--- config.mk ---
export PLATFORM = sky130hd
export DESIGN_NAME = three_axis_cascaded_iir_highpass_core_flat
export DESIGN_NICKNAME = d
export VERILOG_FILES = /design/src/hdl/tai_pkg.sv /design/src/hdl/tai_smp_if.sv /design/src/hdl/tai_flt_if.sv /design/src/hdl/tai_ram.sv /design/src/hdl/three_axis_cascaded_iir_highpass_core.sv /design/src/flat_wrapper.sv
export SDC_FILE = /design/constraint.sdc
export NUM_CORES = 2
export LEC_CHECK = 0
export ABC_AREA = 1
export ABC_CLOCK_PERIOD_IN_PS = 11300
export BUFFER_PORTS_ARGS = -buffer_cell sky130_fd_sc_hd__buf_2
export CORE_MARGIN = 4
export CORE_UTILIZATION = 50
export CTS_BUF_LIST = sky130_fd_sc_hd__clkbuf_16
export CTS_CLUSTER_DIAMETER = 60
export DETAILED_ROUTE_END_ITERATION = 7
export PLACE_DENSITY = 0.66
export SYNTH_ARGS = -nofsm -noshare
export SYNTH_HDL_FRONTEND = slang
export SYNTH_SLANG_ARGS = --single-unit
--- constraint.sdc ---
create_clock -name clk_i -period 11.3 [get_ports clk_i]
set_input_delay 1.13 -clock clk_i [delete_from_list [all_inputs] [get_ports clk_i]]
set_output_delay 1.13 -clock clk_i [all_outputs]
set_load 0.02 [all_outputs]
--- src/hdl/tai_pkg.sv ---
`timescale 1ns / 1ps
// ----------------------------------------------------------------------------
// tai_pkg
// Shared types and constants of the three-axis cascaded high-pass filter.
// ----------------------------------------------------------------------------
package tai_pkg;

  // Axis count is fixed by the x, y, z fields of the channels
  localparam int AXES            = 3;
  localparam int AXIS_BITS       = $clog2(AXES);
  localparam int SAMPLE_BITS_DEF = 24;
  localparam int COEF_BITS_DEF   = 32;
  localparam int ACC_BITS        = 64;

  // History words kept per axis in the state memory
  localparam int HIST_WORDS      = 5;

  // Register file and APB port
  localparam int NUM_REGS        = 8;
  localparam int REG_IDX_BITS    = 3;
  localparam int APB_ADDR_BITS   = 5;
  localparam int APB_DATA_BITS   = 32;

  // Coefficient register indexes; also the multiply-accumulate term codes
  typedef enum logic [REG_IDX_BITS-1:0] {
    REG_S1_FEED_0 = 3'd0,
    REG_S1_FEED_1 = 3'd1,
    REG_S1_FEED_2 = 3'd2,
    REG_S1_BACK_1 = 3'd3,
    REG_S1_BACK_2 = 3'd4,
    REG_S2_FEED_0 = 3'd5,
    REG_S2_FEED_1 = 3'd6,
    REG_S2_BACK_1 = 3'd7
  } reg_idx_e;

  // Sequencer states
  typedef enum logic [3:0] {
    ST_IDLE,
    ST_READ,
    ST_MAC1,
    ST_FIN1,
    ST_RND1,
    ST_MAC2,
    ST_FIN2,
    ST_RND2,
    ST_DONE
  } state_e;

endpackage

--- src/hdl/tai_smp_if.sv ---
`timescale 1ns / 1ps
// ----------------------------------------------------------------------------
// tai_smp_if
// Input channel: one x, y, z acceleration sample per transfer.
// ----------------------------------------------------------------------------
interface tai_smp_if #(
  parameter int SAMPLE_BITS = tai_pkg::SAMPLE_BITS_DEF
);
  logic                          valid;
  logic                          ready;
  logic signed [SAMPLE_BITS-1:0] sample_x;
  logic signed [SAMPLE_BITS-1:0] sample_y;
  logic signed [SAMPLE_BITS-1:0] sample_z;

  modport source (output valid, output sample_x, output sample_y, output sample_z,
                  input ready);
  modport sink   (input valid, input sample_x, input sample_y, input sample_z,
                  output ready);
  modport mon    (input valid, input ready, input sample_x, input sample_y,
                  input sample_z);
endinterface

--- src/hdl/tai_flt_if.sv ---
`timescale 1ns / 1ps
// ----------------------------------------------------------------------------
// tai_flt_if
// Output channel: one filtered x, y, z result per transfer.
// ----------------------------------------------------------------------------
interface tai_flt_if #(
  parameter int SAMPLE_BITS = tai_pkg::SAMPLE_BITS_DEF
);
  logic                          valid;
  logic                          ready;
  logic signed [SAMPLE_BITS-1:0] filtered_x;
  logic signed [SAMPLE_BITS-1:0] filtered_y;
  logic signed [SAMPLE_BITS-1:0] filtered_z;

  modport source (output valid, output filtered_x, output filtered_y,
                  output filtered_z, input ready);
  modport sink   (input valid, input filtered_x, input filtered_y,
                  input filtered_z, output ready);
  modport mon    (input valid, input ready, input filtered_x, input filtered_y,
                  input filtered_z);
endinterface

--- src/hdl/tai_ram.sv ---
`timescale 1ns / 1ps
// ----------------------------------------------------------------------------
// tai_ram
// Generic single-write, single-read RAM with a registered read port.
// ----------------------------------------------------------------------------
module tai_ram #(
  parameter int WIDTH = 8,
  parameter int DEPTH = 4,
  parameter int AW    = (DEPTH > 1) ? $clog2(DEPTH) : 1
) (
  input  logic             clk_i,
  input  logic             we_i,
  input  logic [AW-1:0]    waddr_i,
  input  logic [WIDTH-1:0] wdata_i,
  input  logic             re_i,
  input  logic [AW-1:0]    raddr_i,
  output logic [WIDTH-1:0] rdata_o
);

  logic [WIDTH-1:0] mem_q [DEPTH];
  logic [WIDTH-1:0] rdata_q;

  // Write port
  always_ff @(posedge clk_i) begin
    if (we_i) begin
      mem_q[waddr_i] <= wdata_i;
    end
  end

  // Registered read port
  always_ff @(posedge clk_i) begin
    if (re_i) begin
      rdata_q <= mem_q[raddr_i];
    end
  end

  assign rdata_o = rdata_q;

endmodule

--- src/hdl/three_axis_cascaded_iir_highpass_core.sv ---
`timescale 1ns / 1ps
// ----------------------------------------------------------------------------
// three_axis_cascaded_iir_highpass_core
// Three-axis high-pass filter: a second-order and a first-order direct-form-I
// section in cascade per axis, on one shared multiply-accumulate unit.
// ----------------------------------------------------------------------------
// The block takes one x, y, z sample per transfer and returns one filtered
// x, y, z result per transfer. After the sample transfer each axis in turn
// goes through one history read, five and three products through the single
// multiplier, and one accumulate and one rounding step per section; then the
// results are handed over to the output register. The shared multiplier and
// the per-axis history memory mean that a new sample is taken only after the
// previous one is through. A new sample is accepted once the previous result
// has moved into the output register, even while that result still waits to
// be taken. Coefficients are signed Q2.30 registers on the APB port (byte
// address 4 times the index); the user must write them only while the block
// is idle, which the block itself does not enforce. Results are rounded half
// up and saturated to the sample width; history keeps the saturated values
// and starts at zero.
// ----------------------------------------------------------------------------
module three_axis_cascaded_iir_highpass_core #(
  parameter int SAMPLE_BITS = tai_pkg::SAMPLE_BITS_DEF,
  parameter int COEF_BITS   = tai_pkg::COEF_BITS_DEF
) (
  input  logic                              clk_i,
  input  logic                              rst_ni,
  tai_smp_if.sink                           smp_i,
  tai_flt_if.source                         flt_o,
  input  logic                              psel,
  input  logic                              penable,
  input  logic                              pwrite,
  input  logic [tai_pkg::APB_ADDR_BITS-1:0] paddr,
  input  logic [tai_pkg::APB_DATA_BITS-1:0] pwdata,
  output logic [tai_pkg::APB_DATA_BITS-1:0] prdata,
  output logic                              pready
);

  localparam int SB         = SAMPLE_BITS;
  localparam int FRAC_BITS  = COEF_BITS - 2;
  localparam int PROD_BITS  = COEF_BITS + SAMPLE_BITS;
  localparam int ACC        = tai_pkg::ACC_BITS;
  localparam int AXB        = tai_pkg::AXIS_BITS;
  localparam int ENTRY_BITS = tai_pkg::HIST_WORDS * SAMPLE_BITS;
  localparam logic signed [ACC-1:0] HALF    = 64'sd1 <<< (FRAC_BITS - 1);
  localparam logic signed [ACC-1:0] SAT_MAX = (64'sd1 <<< (SAMPLE_BITS - 1)) - 64'sd1;
  localparam logic signed [ACC-1:0] SAT_MIN = -(64'sd1 <<< (SAMPLE_BITS - 1));
  localparam logic [AXB-1:0]        LAST_AXIS = AXB'(tai_pkg::AXES - 1);

  // Positions of the history words in one memory entry
  localparam int H_X1 = 0;       // section 1 input, one back
  localparam int H_X2 = SB;      // section 1 input, two back
  localparam int H_YA = 2 * SB;  // section 1 output, one back (section 2 input)
  localparam int H_YB = 3 * SB;  // section 1 output, two back
  localparam int H_Z  = 4 * SB;  // section 2 output, one back

  tai_pkg::state_e   st_q, st_d;
  tai_pkg::reg_idx_e term;

  logic signed [COEF_BITS-1:0] coef_q [tai_pkg::NUM_REGS];
  logic signed [SB-1:0]        smp_q  [tai_pkg::AXES];
  logic signed [SB-1:0]        res_q  [tai_pkg::AXES];
  logic signed [SB-1:0]        out_x_q, out_y_q, out_z_q;
  logic                        ovld_q;
  logic [AXB-1:0]              axis_q;
  logic [2:0]                  tm_q;
  logic signed [ACC-1:0]       acc_q;
  logic signed [PROD_BITS-1:0] prod_q;
  logic                        pv_q, psub_q;
  logic signed [SB-1:0]        y1_q;
  logic [tai_pkg::AXES-1:0]    valid_q;
  logic                        rvld_q;

  logic                        smp_acc, flt_free, cfg_wr, last_axis;
  logic                        ram_we, ram_re;
  logic [AXB-1:0]              ram_raddr;
  logic [ENTRY_BITS-1:0]       ram_rdata, ram_wdata, hist;
  logic signed [SB-1:0]        cur, h_x1, h_x2, h_ya, h_yb, h_z;
  logic signed [COEF_BITS-1:0] coef_sel;
  logic signed [SB-1:0]        opnd;
  logic                        sub_sel;
  logic signed [ACC-1:0]       rnd_sum, rnd_shift;
  logic signed [SB-1:0]        rnd_sat;
  logic [tai_pkg::REG_IDX_BITS-1:0] cfg_idx;

  assign smp_acc   = smp_i.valid && smp_i.ready;
  assign flt_free  = !ovld_q || flt_o.ready;
  assign last_axis = (axis_q == LAST_AXIS);
  assign cfg_idx   = paddr[tai_pkg::REG_IDX_BITS+1:2];
  assign cfg_wr    = psel && penable && pwrite && pready;

  // APB register file
  assign pready = 1'b1;
  assign prdata = tai_pkg::APB_DATA_BITS'(coef_q[cfg_idx]);

  always_ff @(posedge clk_i or negedge rst_ni) begin
    if (!rst_ni) begin
      for (int i = 0; i < tai_pkg::NUM_REGS; i++) begin
        coef_q[i] <= '0;
      end
    end else if (cfg_wr) begin
      coef_q[cfg_idx] <= pwdata[COEF_BITS-1:0];
    end
  end

  // Sequencer: next state
  always_comb begin
    st_d = st_q;
    case (st_q)
      tai_pkg::ST_IDLE: if (smp_acc) st_d = tai_pkg::ST_READ;
      tai_pkg::ST_READ: st_d = tai_pkg::ST_MAC1;
      tai_pkg::ST_MAC1: if (tm_q == 3'd4) st_d = tai_pkg::ST_FIN1;
      tai_pkg::ST_FIN1: st_d = tai_pkg::ST_RND1;
      tai_pkg::ST_RND1: st_d = tai_pkg::ST_MAC2;
      tai_pkg::ST_MAC2: if (tm_q == 3'd2) st_d = tai_pkg::ST_FIN2;
      tai_pkg::ST_FIN2: st_d = tai_pkg::ST_RND2;
      tai_pkg::ST_RND2: st_d = last_axis ? tai_pkg::ST_DONE : tai_pkg::ST_READ;
      tai_pkg::ST_DONE: if (flt_free) st_d = tai_pkg::ST_IDLE;
      default:          st_d = tai_pkg::ST_IDLE;
    endcase
  end

  // Sequencer: outputs
  always_comb begin
    smp_i.ready = 1'b0;
    ram_re      = 1'b0;
    ram_raddr   = '0;
    ram_we      = 1'b0;
    term        = tai_pkg::REG_S1_FEED_0;
    case (st_q)
      tai_pkg::ST_IDLE: begin
        smp_i.ready = 1'b1;
        ram_re      = smp_acc;
      end
      tai_pkg::ST_MAC1: term = tai_pkg::reg_idx_e'(tm_q);
      tai_pkg::ST_MAC2: term = tai_pkg::reg_idx_e'(tm_q + 3'd5);
      tai_pkg::ST_RND2: begin
        ram_we    = 1'b1;
        ram_re    = !last_axis;
        ram_raddr = axis_q + AXB'(1);
      end
      default: ;
    endcase
  end

  always_ff @(posedge clk_i or negedge rst_ni) begin
    if (!rst_ni) begin
      st_q <= tai_pkg::ST_IDLE;
    end else begin
      st_q <= st_d;
    end
  end

  // Per-axis history memory
  tai_ram #(
    .WIDTH (ENTRY_BITS),
    .DEPTH (tai_pkg::AXES)
  ) u_hist_ram (
    .clk_i   (clk_i),
    .we_i    (ram_we),
    .waddr_i (axis_q),
    .wdata_i (ram_wdata),
    .re_i    (ram_re),
    .raddr_i (ram_raddr),
    .rdata_o (ram_rdata)
  );

  // Entries never written read as zero history
  always_ff @(posedge clk_i or negedge rst_ni) begin
    if (!rst_ni) begin
      valid_q <= '0;
      rvld_q  <= 1'b0;
    end else begin
      if (ram_we) valid_q[axis_q] <= 1'b1;
      if (ram_re) rvld_q <= valid_q[ram_raddr];
    end
  end

  assign hist = rvld_q ? ram_rdata : '0;
  assign h_x1 = hist[H_X1 +: SB];
  assign h_x2 = hist[H_X2 +: SB];
  assign h_ya = hist[H_YA +: SB];
  assign h_yb = hist[H_YB +: SB];
  assign h_z  = hist[H_Z  +: SB];
  assign cur  = smp_q[axis_q];

  // Shift the history and store the new outputs
  assign ram_wdata = {rnd_sat, h_ya, y1_q, h_x1, cur};

  // Select coefficient and operand of the current term
  always_comb begin
    coef_sel = coef_q[term];
    sub_sel  = 1'b0;
    case (term)
      tai_pkg::REG_S1_FEED_0: opnd = cur;
      tai_pkg::REG_S1_FEED_1: opnd = h_x1;
      tai_pkg::REG_S1_FEED_2: opnd = h_x2;
      tai_pkg::REG_S1_BACK_1: begin
        opnd    = h_ya;
        sub_sel = 1'b1;
      end
      tai_pkg::REG_S1_BACK_2: begin
        opnd    = h_yb;
        sub_sel = 1'b1;
      end
      tai_pkg::REG_S2_FEED_0: opnd = y1_q;
      tai_pkg::REG_S2_FEED_1: opnd = h_ya;
      tai_pkg::REG_S2_BACK_1: begin
        opnd    = h_z;
        sub_sel = 1'b1;
      end
      default: opnd = '0;
    endcase
  end

  // Round half up, shift to integer, saturate
  assign rnd_sum   = acc_q + HALF;
  assign rnd_shift = rnd_sum >>> FRAC_BITS;
  always_comb begin
    if (rnd_shift > SAT_MAX) begin
      rnd_sat = SB'(SAT_MAX);
    end else if (rnd_shift < SAT_MIN) begin
      rnd_sat = SB'(SAT_MIN);
    end else begin
      rnd_sat = rnd_shift[SB-1:0];
    end
  end

  // Term counter, axis counter and product flags
  always_ff @(posedge clk_i or negedge rst_ni) begin
    if (!rst_ni) begin
      tm_q   <= '0;
      axis_q <= '0;
      pv_q   <= 1'b0;
    end else begin
      pv_q <= (st_q == tai_pkg::ST_MAC1) || (st_q == tai_pkg::ST_MAC2);
      if (st_q == tai_pkg::ST_MAC1 || st_q == tai_pkg::ST_MAC2) begin
        tm_q <= (st_d == st_q) ? tm_q + 3'd1 : 3'd0;
      end else begin
        tm_q <= '0;
      end
      if (smp_acc) begin
        axis_q <= '0;
      end else if (st_q == tai_pkg::ST_RND2 && !last_axis) begin
        axis_q <= axis_q + AXB'(1);
      end
    end
  end

  // Multiply into a product register, then accumulate the registered product
  always_ff @(posedge clk_i) begin
    prod_q <= coef_sel * opnd;
    psub_q <= sub_sel;
    if (st_q == tai_pkg::ST_READ || st_q == tai_pkg::ST_RND1) begin
      acc_q <= '0;
    end else if (pv_q) begin
      acc_q <= psub_q ? acc_q - ACC'(prod_q) : acc_q + ACC'(prod_q);
    end
    if (st_q == tai_pkg::ST_RND1) y1_q <= rnd_sat;
    if (st_q == tai_pkg::ST_RND2) res_q[axis_q] <= rnd_sat;
    if (smp_acc) begin
      smp_q[0] <= smp_i.sample_x;
      smp_q[1] <= smp_i.sample_y;
      smp_q[2] <= smp_i.sample_z;
    end
  end

  // Output register: load the finished item, drop it on transfer
  always_ff @(posedge clk_i or negedge rst_ni) begin
    if (!rst_ni) begin
      ovld_q <= 1'b0;
    end else if (st_q == tai_pkg::ST_DONE && flt_free) begin
      ovld_q <= 1'b1;
    end else if (flt_o.ready) begin
      ovld_q <= 1'b0;
    end
  end

  always_ff @(posedge clk_i) begin
    if (st_q == tai_pkg::ST_DONE && flt_free) begin
      out_x_q <= res_q[0];
      out_y_q <= res_q[1];
      out_z_q <= res_q[2];
    end
  end

  assign flt_o.valid      = ovld_q;
  assign flt_o.filtered_x = out_x_q;
  assign flt_o.filtered_y = out_y_q;
  assign flt_o.filtered_z = out_z_q;

endmodule

--- src/flat_wrapper.sv ---
// flat-port wrapper written by rule: the top's interface ports become plain ports
module three_axis_cascaded_iir_highpass_core_flat 
#(
  parameter int SAMPLE_BITS = tai_pkg::SAMPLE_BITS_DEF,
  parameter int COEF_BITS   = tai_pkg::COEF_BITS_DEF
)
  (clk_i, rst_ni, psel, penable, pwrite, paddr, pwdata, prdata, pready, smp_i_valid, smp_i_sample_x, smp_i_sample_y, smp_i_sample_z, smp_i_ready, flt_o_valid, flt_o_filtered_x, flt_o_filtered_y, flt_o_filtered_z, flt_o_ready);
  tai_smp_if #(.SAMPLE_BITS(SAMPLE_BITS)) smp_i_i ();
  tai_flt_if #(.SAMPLE_BITS(SAMPLE_BITS)) flt_o_i ();
  input  logic clk_i;
  input  logic rst_ni;
  input  logic psel;
  input  logic penable;
  input  logic pwrite;
  input  logic [tai_pkg::APB_ADDR_BITS-1:0] paddr;
  input  logic [tai_pkg::APB_DATA_BITS-1:0] pwdata;
  output logic [tai_pkg::APB_DATA_BITS-1:0] prdata;
  output logic pready;
  input wire logic [$bits(smp_i_i.valid)-1:0] smp_i_valid;
  input wire logic [$bits(smp_i_i.sample_x)-1:0] smp_i_sample_x;
  input wire logic [$bits(smp_i_i.sample_y)-1:0] smp_i_sample_y;
  input wire logic [$bits(smp_i_i.sample_z)-1:0] smp_i_sample_z;
  output wire logic [$bits(smp_i_i.ready)-1:0] smp_i_ready;
  output wire logic [$bits(flt_o_i.valid)-1:0] flt_o_valid;
  output wire logic [$bits(flt_o_i.filtered_x)-1:0] flt_o_filtered_x;
  output wire logic [$bits(flt_o_i.filtered_y)-1:0] flt_o_filtered_y;
  output wire logic [$bits(flt_o_i.filtered_z)-1:0] flt_o_filtered_z;
  input wire logic [$bits(flt_o_i.ready)-1:0] flt_o_ready;
  assign smp_i_i.valid = smp_i_valid;
  assign smp_i_i.sample_x = smp_i_sample_x;
  assign smp_i_i.sample_y = smp_i_sample_y;
  assign smp_i_i.sample_z = smp_i_sample_z;
  assign smp_i_ready = smp_i_i.ready;
  assign flt_o_valid = flt_o_i.valid;
  assign flt_o_filtered_x = flt_o_i.filtered_x;
  assign flt_o_filtered_y = flt_o_i.filtered_y;
  assign flt_o_filtered_z = flt_o_i.filtered_z;
  assign flt_o_i.ready = flt_o_ready;
  three_axis_cascaded_iir_highpass_core #(.SAMPLE_BITS(SAMPLE_BITS), .COEF_BITS(COEF_BITS)) u_core (.clk_i(clk_i), .rst_ni(rst_ni), .smp_i(smp_i_i), .flt_o(flt_o_i), .psel(psel), .penable(penable), .pwrite(pwrite), .paddr(paddr), .pwdata(pwdata), .prdata(prdata), .pready(pready));
endmodule
Yosys cells after proc, flatten, opt, wreduce, memory -nomap -nowiden
Memory sizes are Yosys's and may differ from the RTL's. A register that Yosys moved wholly into a read port is not among the register bits.
Cells that the tools add are included.

word-level totals
  flip-flop bits (word level) = 416
  memory bits (writable) = 504
  bits of input ports = 116
  output and inout bits = 107
  logic and storage cells = 117
  memories kept = 3

cells by class
  add/subtract/negate cells = 6
  $mul = 1
  order comparisons = 8
  equality and inequality tests = 19
  muxes and demuxes = 40
  bitwise gates (word level) = 3
  reductions and logical operators = 18

memory list
  name                     depth  bits a word  rd ports  clocked after Yosys merged registers in  wr ports  line                                         RTL
  u_core.u_hist_ram.mem_q  3      120          1         1                                        1         tai_ram.sv:20                                logic [WIDTH-1:0] mem_q [DEPTH];
  u_core.res_q             3      24           3         3                                        1         three_axis_cascaded_iir_highpass_core.sv:61  logic signed [SB-1:0] res_q [tai_pkg::AXES];
  u_core.smp_q             3      24           1         0                                        3         three_axis_cascaded_iir_highpass_core.sv:60  logic signed [SB-1:0] smp_q [tai_pkg::AXES];

operator list
  operator                  number
  $bwmux W256               1
  $bmux W32 S3              2
  $pmux W24 S7              1
  $mux W32                  5
  $mux W120                 1
  $demux W32 S3             1
  $add A64 B31 Y64 const B  1
  $add A64 B56 Y64          1
  $mux W64                  1
  $sub A64 B56 Y64          1
  $mul A32 B24 Y56          1
  $mux W24                  2
  $pmux W4 S9               1
  $gt A34 B24 Y1 const B    1
  $lt A34 B24 Y1 const B    1
  $mux W4                   5
  $eq A4 B3 Y1 const B      4
  $eq A3 B3 Y1 const B      5
  $mux W1                   11
  $eq A3 B2 Y1 const B      3
  $eq A4 B2 Y1 const B      2
  $ge A4 B4 Y1 const B      2
  $not A3 Y4                2
  $logic_and A1 B1 Y1       7
  25 further kinds          33

Depth between registers and ports, before layout
  depth in word-level cells = 8
  depth in mapped cells = 45
  gate-level depth less buffers = 42

By module
From an unflattened synthesis, not the netlist that was laid out.

second synthesis, totals
  cells, all modules = 9238
  area, all modules = 80796.2 um^2

by module, submodules not included
  module                                 instances  cells each  area each (um^2)  seq. area each (um^2)
  three_axis_cascaded_iir_highpass_core  1          7859        62795.2           16410.7
  tai_ram                                1          1379        18001.0           14413.8

Least setup slack after synthesis
Ideal clock, no wire load.

  kind = reg-to-reg
  start = register u_core.tm_q[0]
  end = register u_core.prod_q[53]
  library setup time = 0.072 ns
  data arrival time = 7.640 ns
  required time = 11.228 ns
  setup slack = 3.588 ns
  cell stages (with the launch flop) = 35
  path buffers = 3
  clock period less this slack = 7.712 ns
  cells stage by stage = dfrtp_1 -> inv_1 -> ha_1 -> inv_1 -> o22ai_4 -> inv_2 -> nand2_1 -> nor2_2 -> inv_2 -> buf_4 -> or2_2 -> clkbuf_1 -> buf_2 -> nand3_1 -> fa_1 -> inv_1 -> fa_1 -> fa_1 -> inv_1 -> fa_1 -> inv_1 -> fa_1 -> inv_1 -> fa_1 -> inv_1 -> fa_1 -> ha_1 -> nand2_1 -> nor2_1 -> inv_1 -> nor2_1 -> nand2_1 -> or2_2 -> nand3_1 -> xor2_1

between the ends
  word-level cells in the longest chain between the ends = 7
  elaborated cells on any way between the ends = 17
  classes of those cells = 1 x add/sub; 1 x mul; 7 x eq/ne; 5 x mux; 1 x bitwise; 2 x reduce/logical

RTL lines
  element                                       line                                          RTL
  start, declared                               three_axis_cascaded_iir_highpass_core.sv:65   logic [2:0] tm_q;
  start signal, assigned                        three_axis_cascaded_iir_highpass_core.sv:237  tm_q <= (st_d == st_q) ? tm_q + 3'd1 : 3'd0;
  $add A3 B3 Y3                                 three_axis_cascaded_iir_highpass_core.sv:135  tai_pkg::ST_MAC2: term = tai_pkg::reg_idx_e'(tm_q + 3'd5);
  $pmux W3 S2 (*)                               three_axis_cascaded_iir_highpass_core.sv:129  case (st_q)
  $not A3 Y4 (implied by the code)              three_axis_cascaded_iir_highpass_core.sv:191  coef_sel = coef_q[term];
  $bmux W32 S3                                  three_axis_cascaded_iir_highpass_core.sv:191
  $mux W32 (implied by the code) (2 in series)  three_axis_cascaded_iir_highpass_core.sv:191
  $mul A32 B24 Y56 (*)                          three_axis_cascaded_iir_highpass_core.sv:251  prod_q <= coef_sel * opnd;
  end signal, assigned                          three_axis_cascaded_iir_highpass_core.sv:251
  end, declared                                 three_axis_cascaded_iir_highpass_core.sv:67   logic signed [PROD_BITS-1:0] prod_q;

Mark *: on every way between the ends. The rest lies on a longest branch, timed or not. The select of a mux whose other input is x is not followed.
A chain may end at the register's enable or synchronous reset.

Worst setup path in the final report
  start = register u_core.tm_q[0]
  end = register u_core.prod_q[50]

The elaborated chain is that of the path after synthesis.

==> flow_summary.ini <==
[synthesis]
yosysSeqAreaShare_pct = 36.9
syn_inst = 8885
synth.most_common_cell = inv_1
yosysWarnings = 0
synth_edf_count = 648
synth_seq_cells = 1040
async_flop_share_pct = 26.1
synth_area_um2 = 77700
synthFlopType = edfxtp_1
synth_top_cell_by_area = edfxtp_1
synthTopCellsByCount = inv_1 (1,588), nand2_1 (1,530), nor2_1 (1,058)
ys_top_cells_by_area = edfxtp_1 (25%), fa_1 (20%), dfrtp_1 (8.7%)
synth_fp_nets = 10000
syn_area_per_cell_um2 = 8.74
synth_top_area_share_pct = 25.0
synthDistinctLibCells = 59

[routing]
final_antenna_net_count = 0
drt_iter0_drc = 6707
route.vias.total = 63400
dr.pass1.iters = 6
routed_wl_mm = 249
routed_via_density = 5.72
drt-wirelength-per-cell_um = 22.4
drc = 0

[placed_design]
place_congestion = 1.02
hpwl_mm = 183
io_buffers = 219

[sta]
fin_setup_tns_ns = 0
fin_crit_ns = 10.04
rsz0062_at_grt = false
max_freq_ghz = 0.0996
worstMarginPinSlew_ns = 1.25
finalClockSkew_ns = 0.0588
setup_violations = 0
hold_viol = 0
fin_crit_sh_pct = 88.9
relSlewSlack_pct = 16.8
slew_viol_final = 0

[global_route]
grt-ovfl-total = 0
antenna_found_initial = 14
grt_pass1_vias = 62900
track_usage_pct = 30.6
grt_pass1_wl_mm = 379
grt_start_max_net_pins = 122

[worst_setup_path]
worstPathArrival_ns = 10.72
crit_family = adder cells
rr_startpoint = u_core.tm_q[0]
endpoint_kind = register
cpMostUsedCell = fa_1
r2r_cells = 32
crit_path_start_kind = register
reg2reg_slack_ns = 1.26
crit_slowest_cell = fa_1
r2r_end = u_core.prod_q[50]
required_ns = 11.98
max_stage_delay_ns = 0.95
crit_type = register to register
cp_max_fo = 35
cp_num_buf_inv = 8

[final_layout]
ff_latch_area_um2 = 28700
nets = 10100
fillers = 14100
area_growth_pct = 8.54
multi_input_area_um2 = 41300
final_layout_size_suffix_gt1_share_pct = 7.12

[clock_tree]
clock_latency_ns = 0.75
root_buffer = clkbuf_16
cts_post_setup_buffers_inserted = 0
ctsHoldBuffers = 0
post_cts_resized = 0
htreeDepth = 3
cts_buffers = 111
cts_buffer_depth = 3
cts_tree = built
clkTransAtPathRegs_ns = 0.07
clock-sinks = 1040

[die]
die_w_um = 402
initial_utilization_pct = 50.4
die_h_um = 402
core_area_um2 = 154000
io_pins = 223
rows = 144
die_area_um2 = 162000

[worst_hold_path]
min_to = flt_o_filtered_x[22]
hold_path_class = register to register
worstHoldPathCells = 0
min_from = u_core.res_q[0][22]

[run_status]
status = complete, no violations

[job]
cap_violations = 0
## placed cells by master, fill, tap and decap left out, types with 90 or more instances in the layout
cell and count:
dfxtp_1 121, o21ai_0 424, xor2_1 116, nor2_1 1048
a22oi_1 90, nand2_1 1524, clkbuf_16 112, buf_4 106
ha_1 221, edfxtp_1 648, a31oi_1 135, a21oi_1 283
inv_1 1605, nand3_1 796, buf_2 218, fa_1 784
dfrtp_1 269
## worst register-to-register path, delay by kind of cell, from the launching register on
family,cells,cell delay (ns)
AND/OR/NAND/NOR,14,2.84
flip-flops,1,0.46
adder cells (fa/ha/maj),9,4.70
buffers and inverters,8,1.66
AO/OA/AOI/OAI,1,0.31
## registers in the layout, indices dropped and copies added, names as in the netlist, 3 cells and up
| register | flops |
|---|---|
| u_core.st_q | 4 |
| u_core.y1_q | 24 |
| flt_o_filtered_z | 24 |
| u_core.smp_q | 72 |
| u_core.prod_q | 56 |
| flt_o_filtered_x | 24 |
| u_core.acc_q | 64 |
| u_core.u_hist_ram.mem_q | 291 |
| u_core.coef_q | 256 |
| u_core.res_q | 69 |
| u_core.u_hist_ram.rdata_o | 120 |
| flt_o_filtered_y | 24 |
| u_core.tm_q | 3 |
| u_core.valid_q | 3 |
## final cells by class
type,count,area share (%)
multi-input cells,5834,49.0
flip-flops and latches,1040,34.0
inverters,1619,7.22
clock buffers,112,3.32
well taps,2044,3.03
repair buffers,330,2.37
clock inverters,96,1.02
diodes,15,0.0445
## through the flow
stage	hold WS, ns	setup slack [ns]	instance area (um^2)	util (%)	std cells
floorplan	0.427	3.59	77700	-	8885
global placement	0.432	1.57	80600	52.3	10900
detailed placement	0.434	1.51	80600	52.3	10900
CTS	0.450	1.44	84300	54.7	11100
global route	0.464	0.804	84300	54.7	11100
finish	0.446	1.26	84300	54.7	11100
## cell families after synthesis
| family | synth area share [%] |
|---|---|
| buf+inv | 10.1 |
| flops | 36.9 |
| simple gates | 19.2 |
| compound gates | 8.15 |
| xor+xnor | 1.81 |
| fa+ha+maj | 23.8 |
| other cells | 0.00483 |
## layer usage
layer,vias to the layer above,wire (um),global-route usage [%]
met5,-,39,0
met4,6,10900,12.1
met3,609,26000,7.21
met2,3268,114000,48.4
met1,31200,98200,40.9
li1,28300,-,-
## worst max path at each step
stage                         to  cells after the start  slack (ns)            from
2_1_floorplan  u_core.prod_q[53]                     34        3.59  u_core.tm_q[0]
3_3_place_gp   u_core.prod_q[55]                     39        1.57  u_core.st_q[3]
3_5_place_dp   u_core.prod_q[50]                     31        1.51  u_core.tm_q[0]
4_1_cts        u_core.prod_q[50]                     32        1.44  u_core.tm_q[0]
5_1_grt        u_core.prod_q[50]                     34        0.80  u_core.tm_q[0]
6_report       u_core.prod_q[50]                     32        1.26  u_core.tm_q[0]
Power is not shown: default switching activity piles up to over one toggle a cycle in this logic, so the estimate is an artifact.
